===== config.mk =====
export PLATFORM = sky130hd
export DESIGN_NAME = stream_receive_reassembly_tracker_top
export DESIGN_NICKNAME = d
export VERILOG_FILES = /design/src/rtl/srrt_pkg.sv /design/src/rtl/srrt_dp.sv /design/src/rtl/srrt_ctrl.sv /design/src/rtl/stream_receive_reassembly_tracker_top.sv
export SDC_FILE = /design/constraint.sdc
export NUM_CORES = 2
export LEC_CHECK = 0
export BUFFER_PORTS_ARGS = -buffer_cell sky130_fd_sc_hd__buf_4
export CAP_MARGIN = 10
export CORE_MARGIN = 3
export CORE_UTILIZATION = 47
export CTS_CLUSTER_DIAMETER = 50
export DETAILED_ROUTE_END_ITERATION = 16
export GPL_ROUTABILITY_DRIVEN = 0
export PLACE_DENSITY = 0.67
export SETUP_SLACK_MARGIN = 0.5
export SYNTH_ARGS = -nofsm -noshare
export SYNTH_HDL_FRONTEND = slang
export SYNTH_HIERARCHICAL = 1
export SYNTH_SLANG_ARGS = --single-unit

===== constraint.sdc =====
create_clock -name clk_i -period 11.3 [get_ports clk_i]
set_clock_uncertainty 0.2 [all_clocks]
set_input_delay 2.825 -clock clk_i [delete_from_list [all_inputs] [get_ports clk_i]]
set_output_delay 2.825 -clock clk_i [all_outputs]
set_load 0.02 [all_outputs]

===== src/rtl/srrt_pkg.sv =====
package srrt_pkg;

  localparam logic [61:0] WindowReset = 62'd1048576;

  typedef enum logic [2:0] {
    K_DELIVER    = 3'd0,
    K_BUFFERED   = 3'd1,
    K_UNTRACKED  = 3'd2,
    K_FLOW_ERR   = 3'd3,
    K_CONN_LIM   = 3'd4,
    K_STREAM_LIM = 3'd5,
    K_END        = 3'd6,
    K_NOTHING    = 3'd7
  } kind_e;

  typedef struct packed {
    logic load;
    logic set_fin;
    logic deliver;
    logic rec_init;
    logic rec_step;
    logic rec_finish;
    logic pop;
    logic raise_conn;
    logic raise_stream;
  } cmd_t;

  typedef struct packed {
    logic flow_err;
    logic ahead;
    logic grows_point;
    logic fin;
    logic full;
    logic rec_done;
    logic head_ready;
    logic head_adds;
    logic conn_low;
    logic stream_low;
    logic at_end;
  } status_t;

endpackage


===== src/rtl/srrt_dp.sv =====
module srrt_dp #(
  parameter int GAP_SLOTS = 8
) (
  input  logic             clk_i,
  input  logic             rst_ni,
  input  logic             cfg_we_i,
  input  logic [31:0]      cfg_wdata_i,
  input  logic [61:0]      frame_offset_i,
  input  logic [15:0]      frame_length_i,
  input  logic             frame_fin_i,
  input  srrt_pkg::cmd_t   cmd_i,
  output srrt_pkg::status_t status_o
);

  localparam int CW = $clog2(GAP_SLOTS + 1);
  localparam int IW = (GAP_SLOTS > 1) ? $clog2(GAP_SLOTS) : 1;
  localparam logic [CW-1:0] Slots = CW'(GAP_SLOTS);

  logic [61:0] off_q;
  logic [15:0] len_q;
  logic        fin_q;
  logic [61:0] inorder_q, slim_q, clim_q, final_q;
  logic        fin_seen_q;
  logic [31:0] win_q;
  logic [CW-1:0] cnt_q, rem_q, wr_q;
  logic        fed_q, accv_q;
  logic [61:0] acc_start_q;
  logic [62:0] acc_end_q;
  logic [61:0] start_q [GAP_SLOTS];
  logic [31:0] size_q  [GAP_SLOTS];

  logic [62:0] end_w, head_end, s_end, bound, raised;
  logic [61:0] s_start, raised_sat;
  logic [29:0] low;
  logic        feed_n, merge, shift, we;
  logic [CW-1:0] step_idx, widx;

  assign end_w    = {1'b0, off_q} + 63'(len_q);
  assign head_end = {1'b0, start_q[0]} + 63'(size_q[0]);
  assign low      = win_q[31:2];
  assign bound    = {1'b0, inorder_q} + 63'(low);
  assign raised   = {1'b0, inorder_q} + 63'(win_q);
  assign raised_sat = raised[62] ? {62{1'b1}} : raised[61:0];

  // merge-insert pass: feed the new range before the first slot that starts after it
  assign feed_n  = !fed_q && ((rem_q == '0) || (start_q[0] > off_q));
  assign s_start = feed_n ? off_q : start_q[0];
  assign s_end   = feed_n ? end_w : head_end;
  assign merge   = accv_q && (acc_end_q >= {1'b0, s_start});
  assign shift   = !feed_n;
  assign step_idx = rem_q + wr_q - CW'(shift);
  assign we      = (cmd_i.rec_step && accv_q && !merge) || cmd_i.rec_finish;
  assign widx    = cmd_i.rec_finish ? wr_q : step_idx;

  always_comb begin
    status_o.flow_err    = end_w > {1'b0, slim_q};
    status_o.ahead       = off_q > inorder_q;
    status_o.grows_point = end_w > {1'b0, inorder_q};
    status_o.fin         = fin_q;
    status_o.full        = cnt_q == Slots;
    status_o.rec_done    = fed_q && (rem_q == '0);
    status_o.head_ready  = (cnt_q != '0) && (start_q[0] <= inorder_q);
    status_o.head_adds   = head_end > {1'b0, inorder_q};
    status_o.conn_low    = (low != '0) && ({1'b0, clim_q} < bound);
    status_o.stream_low  = (low != '0) && ({1'b0, slim_q} < bound);
    status_o.at_end      = fin_seen_q && (inorder_q >= final_q);
  end

  always_ff @(posedge clk_i) begin
    if (cmd_i.load) begin
      off_q <= frame_offset_i;
      len_q <= frame_length_i;
      fin_q <= frame_fin_i;
    end
    if (cmd_i.rec_step) begin
      if (merge) begin
        if (s_end > acc_end_q) acc_end_q <= s_end;
      end else begin
        acc_start_q <= s_start;
        acc_end_q   <= s_end;
      end
    end
    if (cmd_i.pop || (cmd_i.rec_step && shift)) begin
      for (int k = 0; k < GAP_SLOTS - 1; k++) begin
        start_q[k] <= start_q[k+1];
        size_q[k]  <= size_q[k+1];
      end
    end
    if (we) begin
      start_q[widx[IW-1:0]] <= acc_start_q;
      size_q[widx[IW-1:0]]  <= 32'(acc_end_q - {1'b0, acc_start_q});
    end
  end

  always_ff @(posedge clk_i or negedge rst_ni) begin
    if (!rst_ni) begin
      inorder_q  <= '0;
      slim_q     <= srrt_pkg::WindowReset;
      clim_q     <= srrt_pkg::WindowReset;
      final_q    <= '0;
      fin_seen_q <= 1'b0;
      win_q      <= 32'(srrt_pkg::WindowReset);
      cnt_q      <= '0;
      rem_q      <= '0;
      wr_q       <= '0;
      fed_q      <= 1'b0;
      accv_q     <= 1'b0;
    end else begin
      if (cfg_we_i) win_q <= cfg_wdata_i;
      if (cmd_i.set_fin) begin
        fin_seen_q <= 1'b1;
        final_q    <= end_w[61:0];
      end
      if (cmd_i.deliver) inorder_q <= end_w[61:0];
      if (cmd_i.pop) begin
        cnt_q <= cnt_q - CW'(1);
        if (status_o.head_adds) inorder_q <= head_end[61:0];
      end
      if (cmd_i.rec_init) begin
        rem_q  <= cnt_q;
        wr_q   <= '0;
        fed_q  <= 1'b0;
        accv_q <= 1'b0;
      end
      if (cmd_i.rec_step) begin
        if (feed_n) fed_q <= 1'b1;
        else        rem_q <= rem_q - CW'(1);
        if (we)     wr_q  <= wr_q + CW'(1);
        accv_q <= 1'b1;
      end
      if (cmd_i.rec_finish) cnt_q <= wr_q + CW'(1);
      // the connection limit is raised to the in-order point plus the window, saturated
      if (cmd_i.raise_conn)   clim_q <= raised_sat;
      if (cmd_i.raise_stream) slim_q <= raised_sat;
    end
  end

endmodule


===== src/rtl/srrt_ctrl.sv =====
module srrt_ctrl (
  input  logic              clk_i,
  input  logic              rst_ni,
  input  logic              in_valid_i,
  output logic              in_stall_o,
  output logic              out_valid_o,
  input  logic              out_stall_i,
  output logic [2:0]        kind_o,
  input  srrt_pkg::status_t status_i,
  output srrt_pkg::cmd_t    cmd_o
);

  typedef enum logic [2:0] {
    S_IDLE, S_CHECK, S_REC, S_DRAIN, S_LIMC, S_LIMS, S_ENDC
  } state_e;

  state_e state_q, state_d;
  logic   path_q, path_d;
  logic   out_valid_q, out_valid_d;
  srrt_pkg::kind_e kind_q, kind_d;
  logic   out_free, emit;
  srrt_pkg::kind_e ekind;

  assign out_free    = !out_valid_q || !out_stall_i;
  assign in_stall_o  = state_q != S_IDLE;
  assign out_valid_o = out_valid_q;
  assign kind_o      = kind_q;

  always_comb begin
    state_d = state_q;
    path_d  = path_q;
    cmd_o   = '0;
    emit    = 1'b0;
    ekind   = srrt_pkg::K_DELIVER;
    unique case (state_q)
      S_IDLE: begin
        if (in_valid_i) begin
          cmd_o.load = 1'b1;
          state_d    = S_CHECK;
        end
      end
      S_CHECK: begin
        if (out_free) begin
          path_d = !status_i.ahead;
          if (status_i.flow_err) begin
            emit = 1'b1; ekind = srrt_pkg::K_FLOW_ERR; state_d = S_IDLE;
          end else begin
            cmd_o.set_fin = status_i.fin;
            if (status_i.ahead) begin
              if (status_i.full) begin
                emit = 1'b1; ekind = srrt_pkg::K_UNTRACKED; state_d = S_LIMC;
              end else begin
                cmd_o.rec_init = 1'b1; state_d = S_REC;
              end
            end else if (status_i.grows_point) begin
              cmd_o.deliver = 1'b1;
              emit = 1'b1; ekind = srrt_pkg::K_DELIVER; state_d = S_DRAIN;
            end else begin
              emit = 1'b1; ekind = srrt_pkg::K_NOTHING; state_d = S_LIMC;
            end
          end
        end
      end
      S_REC: begin
        if (!status_i.rec_done) begin
          cmd_o.rec_step = 1'b1;
        end else if (out_free) begin
          cmd_o.rec_finish = 1'b1;
          emit = 1'b1; ekind = srrt_pkg::K_BUFFERED; state_d = S_LIMC;
        end
      end
      S_DRAIN: begin
        if (!status_i.head_ready) begin
          state_d = S_LIMC;
        end else if (!status_i.head_adds) begin
          cmd_o.pop = 1'b1;
        end else if (out_free) begin
          cmd_o.pop = 1'b1;
          emit = 1'b1; ekind = srrt_pkg::K_DELIVER;
        end
      end
      S_LIMC: begin
        if (!status_i.conn_low) begin
          state_d = S_LIMS;
        end else if (out_free) begin
          cmd_o.raise_conn = 1'b1;
          emit = 1'b1; ekind = srrt_pkg::K_CONN_LIM; state_d = S_LIMS;
        end
      end
      S_LIMS: begin
        if (!status_i.stream_low) begin
          state_d = path_q ? S_ENDC : S_IDLE;
        end else if (out_free) begin
          cmd_o.raise_stream = 1'b1;
          emit = 1'b1; ekind = srrt_pkg::K_STREAM_LIM;
          state_d = path_q ? S_ENDC : S_IDLE;
        end
      end
      S_ENDC: begin
        if (!status_i.at_end) begin
          state_d = S_IDLE;
        end else if (out_free) begin
          emit = 1'b1; ekind = srrt_pkg::K_END; state_d = S_IDLE;
        end
      end
      default: state_d = S_IDLE;
    endcase
  end

  always_comb begin
    out_valid_d = out_valid_q;
    kind_d      = kind_q;
    if (emit) begin
      out_valid_d = 1'b1;
      kind_d      = ekind;
    end else if (!out_stall_i) begin
      out_valid_d = 1'b0;
    end
  end

  always_ff @(posedge clk_i or negedge rst_ni) begin
    if (!rst_ni) begin
      state_q     <= S_IDLE;
      path_q      <= 1'b0;
      out_valid_q <= 1'b0;
      kind_q      <= srrt_pkg::K_DELIVER;
    end else begin
      state_q     <= state_d;
      path_q      <= path_d;
      out_valid_q <= out_valid_d;
      kind_q      <= kind_d;
    end
  end

endmodule


===== src/rtl/stream_receive_reassembly_tracker_top.sv =====
// Channel  Direction  Handshake                 Payload
// in       input      in_valid_i / in_stall_o   frame_offset_i, frame_length_i, frame_fin_i
// out      output     out_valid_o / out_stall_i kind_o
// cfg      input      cfg_we_i                  cfg_wdata_i (window size)
//
// One frame at a time; output stalls can hold a frame in progress.
// The range table merge-insert pass takes one slot per cycle, the drain one per unstalled cycle.
// A new frame can be taken in the first cycle in which the controller is back in idle.
// Reset clears all counters and sets the limits and window to WindowReset; the range table needs no clearing.
// Output stalls hold the controller only in steps that may produce a result.
module stream_receive_reassembly_tracker_top #(
  parameter int GAP_SLOTS = 8
) (
  input  logic        clk_i,
  input  logic        rst_ni,
  input  logic        cfg_we_i,
  input  logic [31:0] cfg_wdata_i,
  input  logic        in_valid_i,
  output logic        in_stall_o,
  input  logic [61:0] frame_offset_i,
  input  logic [15:0] frame_length_i,
  input  logic        frame_fin_i,
  output logic        out_valid_o,
  input  logic        out_stall_i,
  output logic [2:0]  kind_o
);

  srrt_pkg::cmd_t    cmd;
  srrt_pkg::status_t status;

  srrt_ctrl u_ctrl (
    .clk_i       (clk_i),
    .rst_ni      (rst_ni),
    .in_valid_i  (in_valid_i),
    .in_stall_o  (in_stall_o),
    .out_valid_o (out_valid_o),
    .out_stall_i (out_stall_i),
    .kind_o      (kind_o),
    .status_i    (status),
    .cmd_o       (cmd)
  );

  srrt_dp #(.GAP_SLOTS(GAP_SLOTS)) u_dp (
    .clk_i          (clk_i),
    .rst_ni         (rst_ni),
    .cfg_we_i       (cfg_we_i),
    .cfg_wdata_i    (cfg_wdata_i),
    .frame_offset_i (frame_offset_i),
    .frame_length_i (frame_length_i),
    .frame_fin_i    (frame_fin_i),
    .cmd_i          (cmd),
    .status_o       (status)
  );

endmodule


**After elaboration in Yosys (flattened, before gate mapping)**

Memories as Yosys holds them, arrays and structs flattened.
Index checks and enable logic that the tools add are counted.

- Output and inout bits: 5
- Latch bits: 0
- Bits in read-only memories: 0
- Register bits: 507
- Memories kept: 2
- Bits in writable memories: 752

- Multipliers: 0
- Reduce and logical (&&, ||, !) cells: 31
- Div/mod/pow operators: 0
- Muxes and demuxes: 87
- Shift-type cells: 0
- Bitwise operators: 1
- $add $sub $neg: 10
- Equality and inequality tests: 17
- Order comparisons: 11

Memories:

| memory | words | width | rd ports | clocked after Yosys merged registers in | write ports | line | source |
|---|---|---|---|---|---|---|---|
| u_dp.start_q | 8 | 62 | 8 | 0 | 8 | srrt_dp.sv:29 | `logic [61:0] start_q [GAP_SLOTS];` |
| u_dp.size_q | 8 | 32 | 8 | 0 | 8 | srrt_dp.sv:30 | `logic [31:0] size_q [GAP_SLOTS];` |

Operator list:

| kind | number |
|---|---|
| 2-to-1 mux 62 bit | 5 |
| > comparator 63 x 62 -> 1 bit | 3 |
| 2-to-1 mux 63 bit | 3 |
| adder 62 x 32 -> 63 bit | 2 |
| less-than comparator 62 x 63 -> 1 bit | 2 |
| > comparator 62 bit | 2 |
| 2-to-1 mux 3 bit | 30 |
| adder 62 x 16 -> 63 bit | 1 |
| adder 62 x 30 -> 63 bit | 1 |
| >= comparator 63 x 62 -> 1 bit | 1 |
| > comparator 63 bit | 1 |
| >= comparator 62 bit | 1 |
| <= comparator 62 bit | 1 |
| 2-to-1 mux 1 bit | 36 |
| 2-to-1 mux 4 bit | 8 |
| subtractor 32 bit | 1 |
| nonzero test 30 bit | 1 |
| one-hot mux 3 bit (7 select lines) | 1 |
| one-hot mux 3 bit (5 select lines) | 1 |
| logical AND 1 bit | 10 |
| == test 3 bit (second input constant) | 3 |
| inequality test 3 bit (second input constant) | 3 |
| inequality test 2 x 1 -> 1 bit (second input constant) | 4 |
| AND reduction 8 bit | 1 |
| other kinds (19) | 35 |

**Logic depth before layout (Yosys ltp)**

An unclocked memory read counts as a cell.

- Depth after elaboration: 12
- Gate-level depth with buffers: 31

**By module**

Netlist, hierarchy kept.

By module, submodules not included:

| module | instances | cells each | area each (um2) |
|---|---|---|---|
| srrt_dp | 1 | 6,826 | 75,433.6 |
| srrt_ctrl | 1 | 84 | 679.4 |

**Worst setup path before layout**

Ideal clock, no wire load.

- Path kind: flip-flop to flip-flop
- Start point: reg u_dp.off_q[33]
- End point: mem u_dp.size_q[7][0], enable pin
- Period minus slack after synthesis: 9.194 ns
- Library setup time: 0.548 ns
- Cell stages (with the launch flop): 24
- Slack: 2.106 ns
- Path buffers: 2
- Arrival time: 8.447 ns
- Cells stage by stage: edfxtp_1 -> inv_1 -> ha_1 -> and3_1 -> a221o_1 -> a21oi_1 -> nor3_1 -> o311ai_0 -> and4_1 -> nor2_1 -> inv_1 -> clkbuf_1 -> buf_1 -> nand2_1 -> a21boi_0 -> ha_1 -> a21o_1 -> a21o_1 -> a21o_1 -> a21oi_1 -> o21ai_1 -> or4_1 -> o22a_1 -> nor2_1

RTL lines:

| element | line | source |
|---|---|---|
| start, declared | srrt_dp.sv:19 | `logic [61:0] off_q;` |
| start signal, assigned | srrt_dp.sv:71 | `off_q <= frame_offset_i;` |
| end, declared | srrt_dp.sv:30 |  |

==> results.md <==
* Status: finished clean
* Fmax at 0.1130 GHz
* Worst R2R Setup Slack at 2.45 ns
* LEAKAGE at 35.32 nW
* Final setup vio count at 0
* Avg Cell Area, Syn at 11.01 µm²
* Final Max Tran Viols at 0
* Main flop type after synthesis: edfxtp_1
* Yosys warning count at 6
* Min-delay worst type: flip-flop to flip-flop
* Worst skew pair latency at 0.82 ns
* Worst-path fanout max at 66
* Crit path arrival time at 9.10 ns
* Crit path time final at 8.848 ns
* First-pass GRT wire length at 313,200 µm
* CP startpoint kind: flip-flop
* R2R cell count at 25
* Die Span X at 408.4 µm
* Flop and latch count out of synthesis at 1,259
* Normalized max-slew margin at 0.1218
* WL/cell at 21.85 µm
* Post-CTS sizing at 0
* RSZ-0062 raised after global routing: no
* Via density at 5.892
* CTS root buffer: clkbuf_16
* Met3 Resource Use GR at 0.03300
* Die area at 166,800 µm²
* Num rows at 147
* Ports at 121
* DRT iter0 DRCs at 5,128
* Hold path startpoint: u_dp/fed_q
* R2R Path End: u_dp/start_q[6][60]
* Die height at 408.4 µm
* Synth async-reset ratio at 0.2407
* Max-cap viol count at 0
* Synth Cell Area at 76,110 µm²
* Seq/Total Area, Yosys at 0.4768
* Grt ovf at 0
* Final Cycle Share at 0.7831
* Vias in the first global route at 53,010
* PwrDens at 260.0 nW/µm²
* Hold_ws at 0.2900 ns
* Actual slew at the worst max-slew pin at 1.305 ns
* Post-synth EDFFs at 956
* Largest net degree at the start of global routing at 183
* Post-synth net total at 7,861
* CTS Buf Count at 147
* First-pass iteration count of the detailed router at 6
* H-tree Lvls at 4
* GR Layer Usage met1 at 0.3579
* Endpoints failing hold at 0
* Core Box Area at 160,800 µm²
* Tot GR Track Use at 0.2393
* Starting Density at 0.4735
* Antenna Nets Post-Route at 0
* Distinct cell type count of the synthesized netlist at 90
* I/O Buffers at 120
* Crit end category: flip-flop
* Antenna cells at 0
* CTS Sinks at 1,259
* CP peak stage delay at 0.82 ns
* Final TNS setup at 0 ns
* Layout cells sized above 1 at 0.1377
* Cts hold-fix bufs at 0
* Routed via count at 54,760
* Clock tree buffer depth at 3
* Hold path endpoint: u_dp/fed_q
* Dpl hpwl at 153,100 µm
* Most Crowded Layer GR: met1
* Hold Path Depth at 1
* Worst r2r src: u_dp/start_q[0][6]
* Post-CTS Setup Inserts at 0
* Final net count at 7,960
* Critical-path top delay cell: a211oi_1
* Initial antenna violation count at 5
* Area grow syn2layout at 10.79%
* CTS clk-pin slew, worst paths at 0.06 ns
* Final WL at 203,000 µm
* Crit Path Class: flip-flop to flip-flop
* Data required, critical path at 11.55 ns
* Drc violations at 0
* Cells after Synth at 6,910
* CTS tree: yes
* Met2 usage in global routing at 0.3522
* Max rail drop VDD at 0.0002118 V
[metrics by stage]
stage	total power, mW	setup WS, ns	area [µm²]	util	std cells
2_1_floorplan	13.88	2.106	76110	-	6910
3_3_place_gp	16.55	2.632	79300	0.4933	9019
3_5_place_dp	16.87	2.506	79300	0.4933	9019
4_1_cts	21.87	2.461	84320	0.5245	9292
5_1_grt	23.48	1.928	84330	0.5246	9293
6_report	21.92	2.452	84330	0.5246	9293
[layer usage]
metal | share of wire | vias up
met4 | 0.039 | 0
met1 | 0.46 | 26600
met3 | 0.074 | 341
met2 | 0.42 | 2118
li1 | - | 25700
met5 | 0 | -
[logic make-up after synthesis]
logic type | count (synthesis) | synth area share
buf+inv | 732 | 0.03954
simple gates | 1594 | 0.09845
compound gates | 1625 | 0.1286
mux | 615 | 0.08987
flops | 1259 | 0.4768
xor+xnor | 250 | 0.02887
fa+ha+maj | 835 | 0.1379
[placed cells by master, fill, tap and decap left out, drive strengths merged, types with 25 or more instances in the layout]
cell | Yosys | final
a211oi | 38 | 38
nor4 | 30 | 30
nor2b | 76 | 76
nor3 | 85 | 85
o21a | 34 | 34
edfxtp | 956 | 956
nor2 | 379 | 379
buf | 107 | 181
nand2 | 565 | 565
o21bai | 25 | 25
xor2 | 61 | 61
mux2i | 83 | 83
clkinv | 0 | 52
o21ai | 556 | 556
clkbuf | 125 | 177
a21o | 240 | 240
ha | 829 | 829
nand3 | 97 | 97
xnor2 | 189 | 189
nand4 | 168 | 168
a21boi | 67 | 67
a21oi | 469 | 469
dfrtp | 300 | 300
and3 | 45 | 45
and2 | 25 | 25
mux2 | 532 | 532
nand2b | 50 | 50
a31oi | 36 | 36
o211ai | 26 | 26
inv | 500 | 525
[where the power goes]
part	internal [mW]	switching, mW	leakage, nW
Combinational	3.83	6.06	20.8
Clock	2.79	2.07	2.43
Sequential	6.33	0.841	12.1
[sequential cells by signal (all words and copies together), names as in the netlist, 3 cells and up]
name,count
u_dp/cnt_q,4
u_dp/win_q,32
u_dp/rem_q,4
u_dp/size_q,256
u_dp/clim_q,62
u_dp/start_q,496
u_dp/inorder_q,62
u_dp/acc_end_q,63
u_dp/wr_q,4
u_ctrl/state_q,3
u_dp/off_q,62
u_dp/acc_start_q,62
u_ctrl/kind_o,3
u_dp/len_q,16
u_dp/final_q,62
u_dp/slim_q,62
[worst max path at each step]
stage	startpoint	slack (ns)	endpoint
finish	u_dp/start_q[0][6]	2.45	u_dp/start_q[6][60]
global route	u_dp/start_q[0][12]	1.93	u_dp/start_q[6][56]
CTS	u_dp/start_q[0][8]	2.46	u_dp/start_q[6][41]
detailed placement	u_dp/start_q[0][8]	2.51	u_dp/start_q[6][57]
global placement	u_dp/start_q[0][0]	2.63	u_dp/start_q[6][56]
floorplan	u_dp/off_q[33]	2.11	u_dp/size_q[7][0]
[synthesized netlist by cell type, drive strengths merged (26+ instances only)]
| library cell | instances | share of area |
|---|---|---|
| a21o | 240 | 0.024 |
| edfxtp | 956 | 0.38 |
| o211ai | 26 | 0.0026 |
| nor2b | 76 | 0.0062 |
| buf | 107 | 0.0087 |
| ha | 829 | 0.14 |
| mux2i | 83 | 0.011 |
| o21a | 34 | 0.0034 |
| a21oi | 469 | 0.031 |
| nor3 | 85 | 0.0057 |
| inv | 500 | 0.025 |
| nand4 | 168 | 0.014 |
| xor2 | 61 | 0.0070 |
| mux2 | 532 | 0.079 |
| nand2 | 565 | 0.028 |
| and3 | 45 | 0.0037 |
| nand3 | 97 | 0.0064 |
| xnor2 | 189 | 0.022 |
| a21boi | 67 | 0.0066 |
| o21ai | 556 | 0.037 |
| nor4 | 30 | 0.0025 |
| clkbuf | 125 | 0.0062 |
| nor2 | 379 | 0.019 |
| nand2b | 50 | 0.0041 |
| a211oi | 38 | 0.0037 |
| dfrtp | 300 | 0.099 |
| a31oi | 36 | 0.0030 |
[worst max-delay path: cells and delay by family (launching register included)]
family | cells | cell delay, ns
AOI/OAI and AO/OA | 5 | 2.02
xor gates and xnor gates | 1 | 0.34
adders and majority gates | 2 | 0.74
buffers and inverters | 3 | 0.84
DFF | 1 | 0.48
and+or+nand+nor | 14 | 3.79
[final cells by class]
type / instances / area, µm²
sequential: 1259 / 36290
tap: 2160 / 2703
inverter: 500 / 1879
timing repair buffer: 182 / 1409
clock buffer: 176 / 3869
multi-input combinational: 4919 / 37020
fill: 13750 / 76420
clock inverter: 97 / 1151
Power figures use the tool's default switching activity.
